[config.mk]
export PLATFORM = sky130hd
export DESIGN_NAME = rycc_pipe_ctl
export DESIGN_NICKNAME = d
export VERILOG_FILES = /design/src/rtl/rycc_pkg.sv /design/src/rtl/rycc_pipe_ctl.sv
export SDC_FILE = /design/constraint.sdc
export NUM_CORES = 1
export LEC_CHECK = 0
export BUFFER_PORTS_ARGS = -buffer_cell sky130_fd_sc_hd__buf_2
export CAP_MARGIN = 20
export CORE_AREA = 10 10 47 49
export DETAILED_ROUTE_END_ITERATION = 8
export DIE_AREA = 0 0 57 59
export HOLD_SLACK_MARGIN = 0.06
export PLACE_DENSITY = 0.57
export RECOVER_POWER = 50
export SETUP_SLACK_MARGIN = 0.02
export SYNTH_ARGS = -nofsm -noshare
export SYNTH_HDL_FRONTEND = slang
export SYNTH_SLANG_ARGS = --single-unit
[constraint.sdc]
create_clock -name clock -period 1.5 [get_ports clock]
set_input_delay 0.225 -clock clock [delete_from_list [all_inputs] [get_ports clock]]
set_output_delay 0.225 -clock clock [all_outputs]
set_load 0.03 [all_outputs]
[src/rtl/rycc_pkg.sv]
// rycc_pkg: widths, types, coefficient tables and rounding helpers for the
// RGB <-> luma/chroma converter. No dependencies; every other file imports it.
`default_nettype none

package rycc_pkg;

   localparam int COMPONENT_WIDTH     = 16;
   localparam int COEFF_FRACTION_BITS = 14;

   localparam int W      = COMPONENT_WIDTH;
   localparam int CW     = COEFF_FRACTION_BITS + 2;  // coefficients stay below 2.0
   localparam int VW     = COMPONENT_WIDTH + 3;      // unsaturated intermediates
   localparam int PW     = VW + CW + 2;              // product sums
   localparam int STAGES = 8;

   localparam int CSR_INDEX_W = 4;
   localparam int CSR_DATA_W  = 8;

   typedef logic signed [W-1:0]      comp_type;
   typedef logic signed [CW-1:0]     coef_type;
   typedef logic signed [VW-1:0]     val_type;
   typedef logic signed [PW-1:0]     prod_type;
   typedef logic signed [W+CW-1:0]   mul1_type;
   typedef logic signed [VW+CW-1:0]  mul2_type;

   typedef enum logic [1:0] {
      MAT_709   = 2'd0,
      MAT_601   = 2'd1,
      MAT_2020  = 2'd2,
      MAT_YCOCG = 2'd3
   } matrix_type;

   typedef enum logic {
      DIR_FORWARD = 1'b0,
      DIR_INVERSE = 1'b1
   } dir_type;

   typedef struct packed {
      matrix_type matrix;
      dir_type    dir;
   } mode_type;

   localparam logic [CSR_INDEX_W-1:0] CSR_MATRIX_SELECT = CSR_INDEX_W'(0);
   localparam logic [CSR_INDEX_W-1:0] CSR_DIRECTION     = CSR_INDEX_W'(1);

   // Luma weights in units of 1/10000, per matrix.
   localparam longint ONE   = longint'(1) << COEFF_FRACTION_BITS;
   localparam longint SCALE = 10000;
   localparam longint WR [3] = '{2126, 2990, 2627};
   localparam longint WG [3] = '{7152, 5870, 6780};
   localparam longint WB [3] = '{722, 1140, 593};

   // round(n/d) half up: (2n + d) / (2d)
   localparam longint KR [3] = '{
      (2 * WR[0] * ONE + SCALE) / (2 * SCALE),
      (2 * WR[1] * ONE + SCALE) / (2 * SCALE),
      (2 * WR[2] * ONE + SCALE) / (2 * SCALE)};
   localparam longint KG [3] = '{
      (2 * WG[0] * ONE + SCALE) / (2 * SCALE),
      (2 * WG[1] * ONE + SCALE) / (2 * SCALE),
      (2 * WG[2] * ONE + SCALE) / (2 * SCALE)};
   localparam longint KB [3] = '{
      (2 * WB[0] * ONE + SCALE) / (2 * SCALE),
      (2 * WB[1] * ONE + SCALE) / (2 * SCALE),
      (2 * WB[2] * ONE + SCALE) / (2 * SCALE)};
   localparam longint RECIP_B [3] = '{
      (2 * ONE * SCALE + 2 * (SCALE - WB[0])) / (4 * (SCALE - WB[0])),
      (2 * ONE * SCALE + 2 * (SCALE - WB[1])) / (4 * (SCALE - WB[1])),
      (2 * ONE * SCALE + 2 * (SCALE - WB[2])) / (4 * (SCALE - WB[2]))};
   localparam longint RECIP_R [3] = '{
      (2 * ONE * SCALE + 2 * (SCALE - WR[0])) / (4 * (SCALE - WR[0])),
      (2 * ONE * SCALE + 2 * (SCALE - WR[1])) / (4 * (SCALE - WR[1])),
      (2 * ONE * SCALE + 2 * (SCALE - WR[2])) / (4 * (SCALE - WR[2]))};
   localparam longint MR [3] = '{
      (4 * ONE * (SCALE - WR[0]) + SCALE) / (2 * SCALE),
      (4 * ONE * (SCALE - WR[1]) + SCALE) / (2 * SCALE),
      (4 * ONE * (SCALE - WR[2]) + SCALE) / (2 * SCALE)};
   localparam longint MB [3] = '{
      (4 * ONE * (SCALE - WB[0]) + SCALE) / (2 * SCALE),
      (4 * ONE * (SCALE - WB[1]) + SCALE) / (2 * SCALE),
      (4 * ONE * (SCALE - WB[2]) + SCALE) / (2 * SCALE)};
   localparam longint INV_KG [3] = '{
      (2 * ONE * SCALE + WG[0]) / (2 * WG[0]),
      (2 * ONE * SCALE + WG[1]) / (2 * WG[1]),
      (2 * ONE * SCALE + WG[2]) / (2 * WG[2])};

   typedef struct packed {
      coef_type kr;
      coef_type kg;
      coef_type kb;
      coef_type mr;
      coef_type mb;
      coef_type recip_r;
      coef_type recip_b;
      coef_type inv_kg;
   } coef_set_type;

   localparam prod_type COMP_MAX = prod_type'((longint'(1) << (W - 1)) - 1);
   localparam prod_type COMP_MIN = -COMP_MAX - prod_type'(1);

   function automatic coef_set_type coef_sel(input matrix_type m);
      coef_set_type c;
      c = '0;
      if (m != MAT_YCOCG) begin
         c.kr      = coef_type'(KR[m]);
         c.kg      = coef_type'(KG[m]);
         c.kb      = coef_type'(KB[m]);
         c.mr      = coef_type'(MR[m]);
         c.mb      = coef_type'(MB[m]);
         c.recip_r = coef_type'(RECIP_R[m]);
         c.recip_b = coef_type'(RECIP_B[m]);
         c.inv_kg  = coef_type'(INV_KG[m]);
      end
      return c;
   endfunction

   // back to Q2.13, half toward plus infinity
   function automatic prod_type rnd_q(input prod_type x);
      prod_type h;
      h = prod_type'(1) <<< (COEFF_FRACTION_BITS - 1);
      return (x + h) >>> COEFF_FRACTION_BITS;
   endfunction

   function automatic comp_type sat_c(input prod_type x);
      comp_type r;
      if (x > COMP_MAX) begin
         r = comp_type'(COMP_MAX);
      end else if (x < COMP_MIN) begin
         r = comp_type'(COMP_MIN);
      end else begin
         r = x[W-1:0];
      end
      return r;
   endfunction

endpackage

`default_nettype wire

[src/rtl/rycc_pipe_ctl.sv]
// rycc_pipe_ctl: per-stage valid bits and load enables for the pixel pipeline.
// Depends on rycc_pkg.
`default_nettype none

module rycc_pipe_ctl (
   input  logic                        clock,
   input  logic                        reset,
   input  logic                        in_valid,
   output logic                        in_ready,
   output logic                        out_valid,
   input  logic                        out_ready,
   output logic [rycc_pkg::STAGES-1:0] en
);
   import rycc_pkg::*;

   logic [STAGES-1:0] v_ff;
   logic [STAGES-1:0] v_in;
   logic              in_fire;
   logic              out_fire;

   // a stage loads when it is empty or its content moves on
   always_comb begin
      en[STAGES-1] = !v_ff[STAGES-1] || out_ready;
      for (int k = STAGES - 2; k >= 0; k--) begin
         en[k] = !v_ff[k] || en[k+1];
      end
      v_in[0] = en[0] ? in_valid : v_ff[0];
      for (int k = 1; k < STAGES; k++) begin
         v_in[k] = en[k] ? v_ff[k-1] : v_ff[k];
      end
   end

   always_ff @(posedge clock) begin
      if (reset) begin
         v_ff <= '0;
      end else begin
         v_ff <= v_in;
      end
   end

   assign in_ready  = en[0];
   assign out_valid = v_ff[STAGES-1];
   assign in_fire   = in_valid && in_ready;
   assign out_fire  = out_valid && out_ready;

   a_count_up: assert property (@(posedge clock) disable iff (reset)
      (in_fire && !out_fire) |=> ($countones(v_ff) == $past($countones(v_ff)) + 1))
      else $error("item count did not grow on accept");

   a_count_down: assert property (@(posedge clock) disable iff (reset)
      (!in_fire && out_fire) |=> ($countones(v_ff) + 1 == $past($countones(v_ff))))
      else $error("item count did not shrink on delivery");

   a_ready_on_bubble: assert property (@(posedge clock) disable iff (reset)
      ($countones(v_ff) < STAGES) |-> in_ready)
      else $error("input stalled while a stage is empty");

   a_reset_empty: assert property (@(posedge clock)
      reset |=> (v_ff == '0))
      else $error("pipeline not empty after reset");

endmodule

`default_nettype wire

Word-level counts from Yosys, hierarchy flattened --
Index checks and enable logic that the tools add are counted.
Word-level totals: bits of input ports 4, output and inout bits 10, flip-flop bits (word level) 8
Cells by class: reduce and logical (&&, ||, !) cells 16
Operators with widths (count):
- zero test 1 bit | 8
- logical OR 1 bit | 8

Logic depth before layout (Yosys ltp) --
word-level depth 9, mapped depth 5

Worst setup path after synthesis --
OpenSTA, ideal clock, no wires.
path kind flip-flop to output port, start reg v_ff[7], end out en[0] (netlist bit), path buffers 2, arrival time 1.564 ns, required time 1.275 ns, cell stages (with the launch flop) 6, slack -0.289 ns, cells stage by stage dfxtp_1 > and4b_1 > buf_6 > and2_4 > nand3_1 > buf_4
Between the ends: word-level cells in the longest chain between the ends 9
RTL lines:
- start: declaration | line rycc_pipe_ctl.sv:16 | logic [STAGES-1:0] v_ff;
- start signal: assignment | line rycc_pipe_ctl.sv:37 | v_ff <= v_in;
- zero test 1 bit | line rycc_pipe_ctl.sv:23 | en[STAGES-1] = !v_ff[STAGES-1] || out_ready;
- logical OR 1 bit | line rycc_pipe_ctl.sv:23
- logical OR 1 bit (7 in a row) | line rycc_pipe_ctl.sv:25 | en[k] = !v_ff[k] || en[k+1];
- end: declaration | line rycc_pipe_ctl.sv:12 | output logic [rycc_pkg::STAGES-1:0] en
Every way passes these cells.

Final worst setup path --
start reg v_ff[6], end out en[0] (netlist bit)
Between the ends: word-level cells in the longest chain between the ends 8
RTL lines (line):
- zero test 1 bit | rycc_pipe_ctl.sv:25
- logical OR 1 bit (7 in a row) | rycc_pipe_ctl.sv:25
Every way passes these cells.

==> impl_metrics.toml <==
[cts]
clock_sinks = 8
cts-root-buf = "clkbuf_4"
htreeDepth = 1
cts_buffers = 3
clk_path_buf_depth = 2
tritoncts = "done"
clkTransAtPathRegs_ns = 0.05
clk_latency_ns = 0.25

[grt]
grt.total_usage_pct = 4.55
grt_pass1_vias = 261
grt_pass1_wl_um = 1100
grt-ovfl-total = 0
grt_max_degree = 9
antenna_found_initial = 0

[floorplanning]
core_um2 = 1400
die_area_um2 = 3360
initial_core_util_pct = 24.0
chipHeight_um = 59
fp-row-count = 14
ioPinCount = 14
die_w_um = 57

[yosys]
synth_nets = 43
synthCells = 39
ys.flop_type = "dfxtp_1"
synth.most_common_cell = "nor2_1"
yosysSeqAreaShare_pct = 47.6
yosysWarnings = 0
synth_area_um2 = 337
netlist_top_cells_area = "dfxtp_1 (48%), nor2_1 (10%), nand3_4 (5.2%), a21oi_1 (4.5%), inv_1 (4.5%)"
ys_types = 17
yosysTopAreaCell = "dfxtp_1"
synth_async_sr_flop_share_pct = 0
ys_seq_elements = 8
synth_top_area_share_pct = 47.6
synthTopCellsByCount = "nor2_1 (9), dfxtp_1 (8), inv_1 (4)"
synth-edff-count = 0
synth.avg_cell_area_um2 = 8.63

[routing]
wl_per_cell_um = 10.2
num_vias = 304
first_pass_iters = 2
remaining_drc_errors = 0
vias_per_cell = 4.34
ant_nets = 0
wl_um = 716
dr.first_iter.drc_count = 2

[timing]
slew-limit-headroom_pct = 74.6
fin_worst_skew_ns = 0.00374
whs_ns = 0.187
tns_ns = 0
rsz0062_at_grt = "true"
hold_violations = 0
period_needed_ns = 1.45
finalCritPeriodShare_pct = 96.5
drv_slew = 0
worst_slew_pin_slew_ns = 0.383
fmax_ghz = 0.691
setup_violations = 0

[worst_setup_path]
path_max_fanout = 4
crit_family = "simple AND/OR/NAND/NOR gates"
worst-endpoint-required_ns = 1.27
crit_path_end_kind = "output pin"
start_kind = "flip-flop"
crit_type = "flip-flop to output pin"
cp.arrival_ns = 1.22
cp_num_buf_inv = 1
path_cells = "and4b_1 > and2_4 > nand3_4 > buf_6"
critPathMaxStageDelay_ns = 0.34
cp_slowest_cell = "dfxtp_2"

[run]
drv_cap = 0

[pwr]
p_comb_share_pct = 3.2
internal-power_mw = 0.315
power_frac_seq_pct = 56.0
pwr-share-clk_pct = 40.7
total_power_mw = 0.397
ir_drop_mv = 0.342
swShare_pct = 20.7
powerDensity_nw_per_um2 = 814
power.leakage_nw = 0.182
p_sw_mw = 0.0823

[placed_design]
hpwl_um = 570
gp_congestion = 0.697
port_buffers = 13

[finish]
syn_to_final_growth_pct = 45.0
reg.largest.list = "v_ff: 8 flops"
nNetsFinal = 60
n_antenna_cell = 0
largest-register = "v_ff"
layout-drive-gt1-share_pct = 48.1
largest_reg_flops = 8
fillers = 163

[run_status]
outcome = "finished, final reports clean"

[hold_path]
worstHoldPathType = "primary input to flip-flop"
## stage by stage
step / cell area (um2) / utilization, % / cells / setup slack (ns)
6_report: 488 / 34.8 / 70 / 0.0531
5_1_grt: 488 / 34.8 / 70 / -0.0162
4_1_cts: 459 / 32.8 / 69 / 0.0160
3_5_place_dp: 419 / 29.9 / 66 / 0.191
3_3_place_gp: 419 / 29.9 / 66 / 0.219
2_1_floorplan: 350 / - / 39 / 0.0263
## cell usage in the layout, fill, tap and decap left out
master / netlist / routed
a21oi_2: 1 / 1
buf_2: 0 / 7
nor2b_1: 1 / 1
and4b_1: 1 / 1
inv_1: 4 / 4
a31oi_1: 1 / 1
buf_6: 1 / 5
a41oi_1: 1 / 1
and3_4: 0 / 1
dfxtp_1: 8 / 4
and2_4: 1 / 1
nand2_1: 3 / 3
a21oi_1: 3 / 3
clkbuf_4: 0 / 3
buf_4: 1 / 2
nand3_4: 1 / 2
clkbuf_1: 0 / 1
nor2_1: 9 / 9
dfxtp_2: 0 / 4
## power by group through the flow
| stage | sequential, mW | clock, mW | combinational (mW) |
|---|---|---|---|
| floorplan | 0.226 | 0 | 0.00840 |
| global placement | 0.227 | 0 | 0.0132 |
| detailed placement | 0.227 | 0 | 0.0129 |
| CTS | 0.222 | 0.170 | 0.0130 |
| global route | 0.223 | 0.182 | 0.0142 |
| finish | 0.222 | 0.162 | 0.0128 |
## worst paths after layout
path	start	to	slack (ns)	cells after the start
max reg2reg	v_ff[7]	v_ff[1]	0.39	5
min reg2reg	v_ff[2]	v_ff[3]	0.45	2
max	v_ff[6]	en[0]	0.05	4
min	in_valid	v_ff[0]	0.19	3
## tightest hold or removal path, delay by kind of cell
| family | cells | cell delay (ns) |
|---|---|---|
| AO/OA/AOI/OAI | 1 | 0.03 |
| AND/OR/NAND/NOR | 1 | 0.07 |
| buffers and inverters | 1 | 0.08 |
## what timing repair did
action                                  CTS  global route
setup buffers                             0             1
pin swaps                                 1             1
endpoints found under the setup margin    6             5
hold buffers                              0             0
gates resized for setup                   7            10
endpoints found under the hold margin     0             0
## metal layers
metal	global-route usage, %	wire length (um)
met4	4.03	14
met5	0	0
met1	4.06	283
met3	5.15	106
met2	5.43	311
## cells by family after synthesis
kind of cell    after synthesis  share of synthesized area, %
buf+inv                       7                          11.5
flops                         8                          47.6
compound gates                6                          11.5
simple gates                 18                          29.4
## cell type report
cell class                 count  area, um2  share of cell area (%)
sequential                     8        165                    33.8
multi-input combinational     24        155                    31.8
timing repair buffer          15        110                    22.6
clock buffer                   3       22.5                    4.62
tap                           16       20.0                    4.10
inverter                       4       15.0                    3.08
No activity file was read; power rests on OpenSTA's default activity.
