[src/rtl/rycc_pkg.sv]
// rycc_pkg: widths, types, coefficient tables and rounding helpers for the
// RGB <-> luma/chroma converter. No dependencies; every other file imports it.
`default_nettype none

package rycc_pkg;

   localparam int COMPONENT_WIDTH     = 16;
   localparam int COEFF_FRACTION_BITS = 14;

   localparam int W      = COMPONENT_WIDTH;
   localparam int CW     = COEFF_FRACTION_BITS + 2;  // coefficients stay below 2.0
   localparam int VW     = COMPONENT_WIDTH + 3;      // unsaturated intermediates
   localparam int PW     = VW + CW + 2;              // product sums
   localparam int STAGES = 8;

   localparam int CSR_INDEX_W = 4;
   localparam int CSR_DATA_W  = 8;

   typedef logic signed [W-1:0]      comp_type;
   typedef logic signed [CW-1:0]     coef_type;
   typedef logic signed [VW-1:0]     val_type;
   typedef logic signed [PW-1:0]     prod_type;
   typedef logic signed [W+CW-1:0]   mul1_type;
   typedef logic signed [VW+CW-1:0]  mul2_type;

   typedef enum logic [1:0] {
      MAT_709   = 2'd0,
      MAT_601   = 2'd1,
      MAT_2020  = 2'd2,
      MAT_YCOCG = 2'd3
   } matrix_type;

   typedef enum logic {
      DIR_FORWARD = 1'b0,
      DIR_INVERSE = 1'b1
   } dir_type;

   typedef struct packed {
      matrix_type matrix;
      dir_type    dir;
   } mode_type;

   localparam logic [CSR_INDEX_W-1:0] CSR_MATRIX_SELECT = CSR_INDEX_W'(0);
   localparam logic [CSR_INDEX_W-1:0] CSR_DIRECTION     = CSR_INDEX_W'(1);

   // Luma weights in units of 1/10000, per matrix.
   localparam longint ONE   = longint'(1) << COEFF_FRACTION_BITS;
   localparam longint SCALE = 10000;
   localparam longint WR [3] = '{2126, 2990, 2627};
   localparam longint WG [3] = '{7152, 5870, 6780};
   localparam longint WB [3] = '{722, 1140, 593};

   // round(n/d) half up: (2n + d) / (2d)
   localparam longint KR [3] = '{
      (2 * WR[0] * ONE + SCALE) / (2 * SCALE),
      (2 * WR[1] * ONE + SCALE) / (2 * SCALE),
      (2 * WR[2] * ONE + SCALE) / (2 * SCALE)};
   localparam longint KG [3] = '{
      (2 * WG[0] * ONE + SCALE) / (2 * SCALE),
      (2 * WG[1] * ONE + SCALE) / (2 * SCALE),
      (2 * WG[2] * ONE + SCALE) / (2 * SCALE)};
   localparam longint KB [3] = '{
      (2 * WB[0] * ONE + SCALE) / (2 * SCALE),
      (2 * WB[1] * ONE + SCALE) / (2 * SCALE),
      (2 * WB[2] * ONE + SCALE) / (2 * SCALE)};
   localparam longint RECIP_B [3] = '{
      (2 * ONE * SCALE + 2 * (SCALE - WB[0])) / (4 * (SCALE - WB[0])),
      (2 * ONE * SCALE + 2 * (SCALE - WB[1])) / (4 * (SCALE - WB[1])),
      (2 * ONE * SCALE + 2 * (SCALE - WB[2])) / (4 * (SCALE - WB[2]))};
   localparam longint RECIP_R [3] = '{
      (2 * ONE * SCALE + 2 * (SCALE - WR[0])) / (4 * (SCALE - WR[0])),
      (2 * ONE * SCALE + 2 * (SCALE - WR[1])) / (4 * (SCALE - WR[1])),
      (2 * ONE * SCALE + 2 * (SCALE - WR[2])) / (4 * (SCALE - WR[2]))};
   localparam longint MR [3] = '{
      (4 * ONE * (SCALE - WR[0]) + SCALE) / (2 * SCALE),
      (4 * ONE * (SCALE - WR[1]) + SCALE) / (2 * SCALE),
      (4 * ONE * (SCALE - WR[2]) + SCALE) / (2 * SCALE)};
   localparam longint MB [3] = '{
      (4 * ONE * (SCALE - WB[0]) + SCALE) / (2 * SCALE),
      (4 * ONE * (SCALE - WB[1]) + SCALE) / (2 * SCALE),
      (4 * ONE * (SCALE - WB[2]) + SCALE) / (2 * SCALE)};
   localparam longint INV_KG [3] = '{
      (2 * ONE * SCALE + WG[0]) / (2 * WG[0]),
      (2 * ONE * SCALE + WG[1]) / (2 * WG[1]),
      (2 * ONE * SCALE + WG[2]) / (2 * WG[2])};

   typedef struct packed {
      coef_type kr;
      coef_type kg;
      coef_type kb;
      coef_type mr;
      coef_type mb;
      coef_type recip_r;
      coef_type recip_b;
      coef_type inv_kg;
   } coef_set_type;

   localparam prod_type COMP_MAX = prod_type'((longint'(1) << (W - 1)) - 1);
   localparam prod_type COMP_MIN = -COMP_MAX - prod_type'(1);

   function automatic coef_set_type coef_sel(input matrix_type m);
      coef_set_type c;
      c = '0;
      if (m != MAT_YCOCG) begin
         c.kr      = coef_type'(KR[m]);
         c.kg      = coef_type'(KG[m]);
         c.kb      = coef_type'(KB[m]);
         c.mr      = coef_type'(MR[m]);
         c.mb      = coef_type'(MB[m]);
         c.recip_r = coef_type'(RECIP_R[m]);
         c.recip_b = coef_type'(RECIP_B[m]);
         c.inv_kg  = coef_type'(INV_KG[m]);
      end
      return c;
   endfunction

   // back to Q2.13, half toward plus infinity
   function automatic prod_type rnd_q(input prod_type x);
      prod_type h;
      h = prod_type'(1) <<< (COEFF_FRACTION_BITS - 1);
      return (x + h) >>> COEFF_FRACTION_BITS;
   endfunction

   function automatic comp_type sat_c(input prod_type x);
      comp_type r;
      if (x > COMP_MAX) begin
         r = comp_type'(COMP_MAX);
      end else if (x < COMP_MIN) begin
         r = comp_type'(COMP_MIN);
      end else begin
         r = x[W-1:0];
      end
      return r;
   endfunction

endpackage

`default_nettype wire

[src/rtl/rycc_csr_if.sv]
// rycc_csr_if: register write channel, valid/ready plus index and data.
// Depends on rycc_pkg.
`default_nettype none

interface rycc_csr_if;
   import rycc_pkg::*;

   logic                   valid;
   logic                   ready;
   logic [CSR_INDEX_W-1:0] index;
   logic [CSR_DATA_W-1:0]  data;

   modport source (output valid, output index, output data, input ready);
   modport sink   (input valid, input index, input data, output ready);
endinterface

`default_nettype wire

[src/rtl/rycc_csr.sv]
// rycc_csr: matrix_select and direction registers behind the write channel.
// Depends on rycc_pkg and rycc_csr_if.
`default_nettype none

module rycc_csr (
   input  logic               clock,
   input  logic               reset,
   rycc_csr_if.sink           csr,
   output rycc_pkg::mode_type mode
);
   import rycc_pkg::*;

   matrix_type matrix_ff;
   dir_type    dir_ff;

   assign csr.ready = 1'b1;

   always_ff @(posedge clock) begin
      if (reset) begin
         matrix_ff <= MAT_709;
         dir_ff    <= DIR_FORWARD;
      end else if (csr.valid) begin
         case (csr.index)
            CSR_MATRIX_SELECT: matrix_ff <= matrix_type'(csr.data[1:0]);
            CSR_DIRECTION:     dir_ff    <= dir_type'(csr.data[0]);
            default: ;
         endcase
      end
   end

   assign mode.matrix = matrix_ff;
   assign mode.dir    = dir_ff;

endmodule

`default_nettype wire

[src/flat_wrapper.sv]
// flat-port wrapper written by rule: the top's interface ports become plain ports
module rycc_csr_flat import rycc_pkg::*;
  (clock, reset, mode, csr_valid, csr_index, csr_data, csr_ready);
  rycc_csr_if csr_i ();
  input  logic clock;
  input  logic reset;
  output rycc_pkg::mode_type mode;
  input wire logic [$bits(csr_i.valid)-1:0] csr_valid;
  input wire logic [$bits(csr_i.index)-1:0] csr_index;
  input wire logic [$bits(csr_i.data)-1:0] csr_data;
  output wire logic [$bits(csr_i.ready)-1:0] csr_ready;
  assign csr_i.valid = csr_valid;
  assign csr_i.index = csr_index;
  assign csr_i.data = csr_data;
  assign csr_ready = csr_i.ready;
  rycc_csr u_core (.clock(clock), .reset(reset), .csr(csr_i), .mode(mode));
endmodule
[config.mk]
export PLATFORM = sky130hd
export DESIGN_NAME = rycc_csr_flat
export DESIGN_NICKNAME = d
export VERILOG_FILES = /design/src/rtl/rycc_pkg.sv /design/src/rtl/rycc_csr_if.sv /design/src/rtl/rycc_csr.sv /design/src/flat_wrapper.sv
export SDC_FILE = /design/constraint.sdc
export NUM_CORES = 1
export LEC_CHECK = 0
export ABC_CLOCK_PERIOD_IN_PS = 800
export BUFFER_PORTS_ARGS = -buffer_cell sky130_fd_sc_hd__buf_2
export CAP_MARGIN = 5
export CORE_AREA = 2 2 39 41
export CTS_BUF_LIST = sky130_fd_sc_hd__clkbuf_8
export DETAILED_ROUTE_END_ITERATION = 12
export DIE_AREA = 0 0 41 43
export GPL_ROUTABILITY_DRIVEN = 0
export MAX_ROUTING_LAYER = met4
export SLEW_MARGIN = 10
export SYNTH_ARGS = -nofsm -noshare
export SYNTH_HDL_FRONTEND = slang
export SYNTH_SLANG_ARGS = --single-unit
[constraint.sdc]
create_clock -name clock -period 0.8 [get_ports clock]
set_input_delay 0.04 -clock clock [delete_from_list [all_inputs] [get_ports clock]]
set_output_delay 0.04 -clock clock [all_outputs]
set_load 0.02 [all_outputs]
# Yosys cells after proc, flatten, opt, wreduce, memory -nomap -nowiden
# Index checks and enable logic that the tools add are counted.
[totals]
register_bits = 3
latchBits = 0
ram_bits = 0
mem_bits_ro = 0
input_bits = 15
word_cells = 6
n_memories = 0
[op_classes]
addsub = 0
multipliers = 0
div = 0
n_lt_le_gt_ge = 0
eq_ne = 1
n_shift = 0
mux = 0
n_bitwise = 0
n_reduce_logical = 3
[ops]
columns = ["cell", "n"]
rows = [
  ["equality test 4 x 1 -> 1 bit (second input constant)", 1],
  ["logical NOT 4 bit", 1],
  ["AND reduction 2 bit", 2],
]

# Longest topological paths before layout
# Gate-level depths: netlist (run 1).
[logic_depth]
ltp_word = 2
depth_mapped = 3
ltp_nobuf = 3

# Worst setup path before layout (run 1)
# No wires, ideal clock.
[synth_path]
kind = "input port to flip-flop"
startpoint = "input port csr_index[1]"
endpoint = "register u_core.matrix_ff[0]"
setup_time_ns = 0.072
arrival_ns = 0.654
slack_ns = 0.075
stages = 3
cell_sequence = "nor4b_4 > and2b_2 > mux2i_1"
[synth_between]
elab_chain_cells = 2
[synth_rtl]
columns = ["element", "line_no", "rtl"]
rows = [
  ["start, declared", "flat_wrapper.sv:9", "input wire logic [$bits(csr_i.index)-1:0] csr_index;"],
  ["logical NOT 4 bit", "rycc_csr.sv:23", "case (csr.index)"],
  ["AND reduction 2 bit (no source line)", "-", ""],
  ["end signal, assigned", "rycc_csr.sv:24", "CSR_MATRIX_SELECT: matrix_ff <= matrix_type'(csr.data[1:0]);"],
  ["end, declared", "rycc_csr.sv:13", "matrix_type matrix_ff;"],
]
# Every way passes these cells.
# A chain may end at the register's enable or synchronous reset.

# Final worst setup path (run 1)
[layout_path]
startpoint = "register u_core.matrix_ff[0]"
endpoint = "output port mode[1] (netlist name)"
[layout_lines]
columns = ["element", "line_no", "rtl"]
rows = [
  ["end, declared", "flat_wrapper.sv:7", "output rycc_pkg::mode_type mode;"],
]
# No word-level cell between the ends.

==> flow_summary_export.csv, run 1 <==
group,metric,value,unit
cts,cts_setup_buffers,0,
floorplanning,core_area,1380,sq um
yosys,synth_commonest_cells,"nand2b_1, dfxtp_1, buf_4, mux2i_1",
grt,grt_pass1_vias,162,
run,max_cap_viol_count,0,
setup_path,crit_fanout,2,
detailed_routing,ant_nets,0,
setup_path,worstPathCellList,"buf_2",
floorplanning,die_area,1760,sq um
power,cellPowerDensity,2220,nW/um^2
detailed_routing,wire_per_inst,7.93,um
layout,multi_input_area,101,sq um
setup_path,crit_buf_inv,1,
detailed_routing,vias,164,
yosys,synth_fp_nets,32,
status,outcome,"finished clean",
layout,area_growth_syn_to_layout,59.6,%
grt,grt_antenna_before_repair,0,
cts,cts-resized-gates,0,
yosys,yosys.area_share.xor_xnor,0,%
floorplanning,dieHeight,43,um
yosys,synthMuxAreaShare,11.3,%
power,ir_drop,0.000581,V
detailed_routing,met1Wirelength,114,um
detailed_routing,drt-initial-drc-count,0,
layout,drive_gt1_share,53.3,%
detailed_routing,drc,0,
floorplanning,rows,14,
setup_path,worstPathArrival,0.69,ns
timing,fin_ws,0.0683,ns
yosys,synth_compound_area_share,2.84,%
timing,grt_setup_unrepaired,"false",
floorplanning,initial_utilization,12.7,%
layout,fin_area,282,sq um
layout,n_fill_cell,155,
timing,hold_viol_final,0,
layout,final_core_util,20.3,%
yosys,synth_top_cell_area_share,34.0,%
power,leakagePower,0.138,nW
timing,skew,0,ns
yosys,avgSynthCellArea,10.4,sq um
yosys,synth_edf_count,0,
setup_path,critPathTopFamily,"flip-flops",
yosys,synth_top_flop_cell,"dfxtp_1",
setup_path,critPathMaxStageDelay,0.32,ns
yosys,syn_inst,17,
cts,insertion_delay,0.21,ns
floorplanning,die_w,41,um
cts,path_clk_slew,0.03,ns
yosys,yosys.area.top_type,"dfxtp_1",
setup_path,cp_slowest_cell,"dfxtp_1",
yosys,netlist_area,176,sq um
yosys,synth_seq_cells,3,
yosys,yosysSeqAreaShare,34.0,%
detailed_routing,vias_per_cell,3.57,
cts,cts_tree,"yes",
placed_design,placed_area,236,sq um
layout,layout.nets,46,
grt,grt_max_degree,6,
cts,clock_sinks,3,
detailed_routing,first_pass_iters,1,
setup_path,crit_required,0.76,ns
yosys,synthArstFlopShare,0,%
cts,clockBufferDepth,2,
timing,timing.final.crit_share,91.5,%
yosys,synthTopCellsByArea,"dfxtp_1, nand2b_1, nor4b_4, mux2i_1, buf_4",
timing,period_needed,0.732,ns
cts,h-tree-depth,1,
yosys,synth_fa_ha_area_share,0,%
floorplanning,io_pins,19,
yosys,synth_top_family_by_area,"simple AND/OR/NAND/NOR gates",
hold_path,min_path_type,"in2reg",
timing,slew_violations,0,
placed_design,io_buffers,11,
setup_path,end_kind,"primary output",
yosys,yosysMostFrequentCell,"nand2b_1",
timing,max_freq,1370,MHz
setup_path,crit_type,"reg2out",
setup_path,critPathLaunchType,"flop",
cts,cts_buffers,3,
cts,ctsHoldBuffers,0,
layout,final-seq-area,60.1,sq um
yosys,synth_cell_type_count,10,
grt,grt_pass1_wl,510,um
grt,grt_usage,5.23,%
placed_design,dp_hpwl,296,um
timing,finalSetupViolCount,0,
detailed_routing,finalWirelength,365,um
detailed_routing,dr.max_layer_used,"met4",
yosys,synth_simple_gate_area_share,41.1,%
cts,cts-root-buf,"clkbuf_8",
grt,gr-total-overflow,0,
layout,antenna-diode-count,0,
placed_design,pre_cts_ws,-0.122,ns
yosys,ys_warn_count,0,
detailed_routing,wl_met3,53,um
detailed_routing,wl_met2,191,um
-- tightest hold or removal path: stages --
cell	delay, ns
buf_2	0.07
nand4bb_1	0.09
o21ai_0	0.08
-- layer usage --
| metal | vias to the layer above | GRT usage (%) |
|---|---|---|
| met5 | - | - |
| met4 | 0 | 8.00 |
| met3 | 2 | 3.14 |
| met2 | 9 | 7.50 |
| met1 | 73 | 2.87 |
| li1 | 80 | - |
-- power breakdown --
| group | internal (mW) | total [mW] | switching [mW] |
|---|---|---|---|
| Clock | 0.326 | 0.421 | 0.0947 |
| Combinational | 0.0271 | 0.0498 | 0.0227 |
| Sequential | 0.153 | 0.153 | 0.000825 |
-- logic make-up after synthesis --
family / count (synthesis)
flip-flops: 3
buffers and inverters: 2
AO/OA/AOI/OAI: 1
multiplexers: 2
AND/OR/NAND/NOR: 8
other: 1
-- flip-flops by register name, indices dropped and copies added (netlist names) --
register,flops
u_core.dir_ff,1
u_core.matrix_ff,2
-- path summary, 6_finish.rpt --
| kind | from | to | slack (ns) | depth (start not counted) |
|---|---|---|---|---|
| worst min register to register | u_core.matrix_ff[1] | u_core.matrix_ff[1] | 0.47 | 2 |
| worst max-delay path | u_core.matrix_ff[0] | mode[1] | 0.07 | 1 |
| worst min-delay path | csr_data[1] | u_core.matrix_ff[1] | 0.11 | 3 |
| worst max register to register | u_core.matrix_ff[1] | u_core.matrix_ff[1] | 0.23 | 2 |
-- layout make-up --
| class | count | share of cell area, % |
|---|---|---|
| clock buffers | 3 | 14.7 |
| repair buffers | 11 | 19.6 |
| flip-flops and latches | 3 | 21.3 |
| multi-input cells | 12 | 36.0 |
| clock inverters | 1 | 1.33 |
| well taps | 16 | 7.11 |
-- layout by cell type (no fill, tap or decap) --
master	instances
nor4b_4	1
nand2b_1	4
dfxtp_1	3
nand2_1	1
clkbuf_8	3
o21ai_0	1
inv_1	1
buf_2	11
and2b_2	1
mux2i_1	2
nand4bb_1	1
conb_1	1
-- metrics by stage --
stage / hold WS [ns] / total power, mW / std cells / TNS [ns]
CTS: 0.119 / 0.646 / 46 / 0
floorplan: 0.209 / 0.182 / 17 / 0
finish: 0.112 / 0.624 / 46 / 0
global route: 0.143 / 0.663 / 46 / 0
global placement: 0.330 / 0.205 / 42 / -0.155
detailed placement: 0.343 / 0.206 / 42 / -0.212
No activity file was read; power rests on OpenSTA's default activity.
==> inputs of run 2 (changes only) <==
- CELL_PAD_IN_SITES_DETAIL_PLACEMENT: default -> 0
- CELL_PAD_IN_SITES_GLOBAL_PLACEMENT: default -> 2
- PLACE_DENSITY_LB_ADDON: default -> 0.1
==> run 2 against run 1 <==
Effect of this change:
- core utilization stayed put
- worst setup slack improved by 0.00092 ns
- flip-flop and latch count unchanged
- via count fell by 11%
- combinational power grew 0.8%
- clock skew unchanged
- routed wire length up 0.55%
- worst hold slack worse by 0.0052 ns
- sequential power is essentially flat
- clock power barely moved
- critical endpoint unchanged
- largest power group unchanged
- highest routed layer is now met3
==> flow_summary_export.csv, run 2 (same netlist as run 1, synthesis figures left out) <==
group,metric,value,unit
cts,h-tree-depth,1,
grt,grt_antenna_before_repair,0,
placed_design,dp.cells,42,
layout,antenna-diode-count,0,
setup_path,crit_fanout,2,
setup_path,critPathLaunchType,"flop",
setup_path,crit_buf_inv,1,
hold_path,min_path_type,"in2reg",
setup_path,crit_required,0.76,ns
timing,fin_hold_ws,0.107,ns
setup_path,reg2reg_setup_slack,0.23,ns
timing,max_freq,1370,MHz
cts,cts_setup_buffers,0,
layout,largest_register_ffs,2,
grt,grt_pass1_wl,496,um
cts,cts_tree,"yes",
floorplanning,dieHeight,43,um
layout,mostFrequentLayoutCell,"buf_2",
setup_path,critPathTopFamily,"flip-flops",
timing,finalSetupViolCount,0,
placed_design,pre_cts_ws,-0.116,ns
detailed_routing,ant_nets,0,
grt,grt_max_degree,6,
power,ir_drop,0.000566,V
setup_path,cp_slowest_cell,"dfxtp_1",
timing,hold_viol_final,0,
detailed_routing,drt-initial-drc-count,3,
floorplanning,rows,14,
grt,grt_pass1_vias,126,
power,total_power,0.624,mW
layout,top_regs,"u_core.matrix_ff x2, u_core.dir_ff x1",
layout,area_growth_syn_to_layout,59.6,%
status,outcome,"finished clean",
layout,layout_common_cells,"buf_2, nand2b_1, clkbuf_8, dfxtp_1, mux2i_1",
timing,fin_ws,0.0692,ns
setup_path,critPathMaxStageDelay,0.31,ns
cts,clock_sinks,3,
cts,path_clk_slew,0.03,ns
cts,cts-resized-gates,0,
power,leakagePower,0.138,nW
timing,period_needed,0.731,ns
detailed_routing,wire_per_inst,7.98,um
layout,layout.nets,46,
setup_path,worstPathArrival,0.69,ns
placed_design,io_buffers,11,
floorplanning,core_area,1380,sq um
cts,cts_buffers,3,
cts,cts-root-buf,"clkbuf_8",
floorplanning,io_pins,19,
layout,drive_gt1_share,53.3,%
timing,slew_violations,0,
timing,timing.final.crit_share,91.3,%
timing,grt_setup_unrepaired,"false",
run,max_cap_viol_count,0,
grt,gr-total-overflow,0,
layout,final_core_util,20.3,%
floorplanning,die_w,41,um
grt,grt_usage,5.35,%
setup_path,crit_type,"reg2out",
setup_path,worstPathCellList,"buf_2",
timing,skew,0,ns
detailed_routing,drc,0,
detailed_routing,vias,146,
layout,regMostFlops,"u_core.matrix_ff",
floorplanning,die_area,1760,sq um
detailed_routing,vias_per_cell,3.17,
detailed_routing,first_pass_iters,3,
detailed_routing,finalWirelength,367,um
cts,clockBufferDepth,2,
setup_path,end_kind,"primary output",
floorplanning,initial_utilization,12.7,%
cts,ctsHoldBuffers,0,
cts,insertion_delay,0.21,ns
power,cellPowerDensity,2220,nW/um^2
layout,stdcell_count,46,
run 2: cell counts in the layout (fill, tap and decap cells not counted):
No cell type changed its count.
run 2: area by class of cell:
cell class,count,area (sq um)
timing repair buffer,11,55.1
multi-input combinational,12,101
clock buffer,3,41.3
clock inverter,1,3.75
fill,155,1100
tap,16,20.0
sequential,3,60.1
run 2: worst reg2reg max path: stages, from the launching register on:
cell,delay (ns)
dfxtp_1,0.31
nand2b_1,0.05
o21ai_0,0.14
run 2: stage by stage:
stage	cell area [sq um]	setup TNS, ns
after floorplan	176	0
final	282	0
after detailed placement	236	-0.218
after CTS	282	0
after global placement	236	-0.200
after global routing	282	0
run 2: power breakdown:
group / switching (mW) / internal, mW
combinational: 0.0232 / 0.0270
clock: 0.0940 / 0.326
sequential: 0.000797 / 0.153
total: 0.118 / 0.506
run 2: worst paths after layout:
path | startpoint | end | cells past startpoint
worst min-delay path | csr_data[1] | u_core.matrix_ff[1] | 3
worst max-delay path | u_core.matrix_ff[0] | mode[1] | 1
worst min register to register | u_core.matrix_ff[1] | u_core.matrix_ff[1] | 2
worst max register to register | u_core.matrix_ff[1] | u_core.matrix_ff[1] | 2
run 2: layer usage:
layer	vias up	track usage (%)	share of wire, %
met4	0	8.00	0
li1	80	-	-
met5	-	-	0
met3	0	4.71	11
met1	57	5.47	49
met2	9	4.38	40
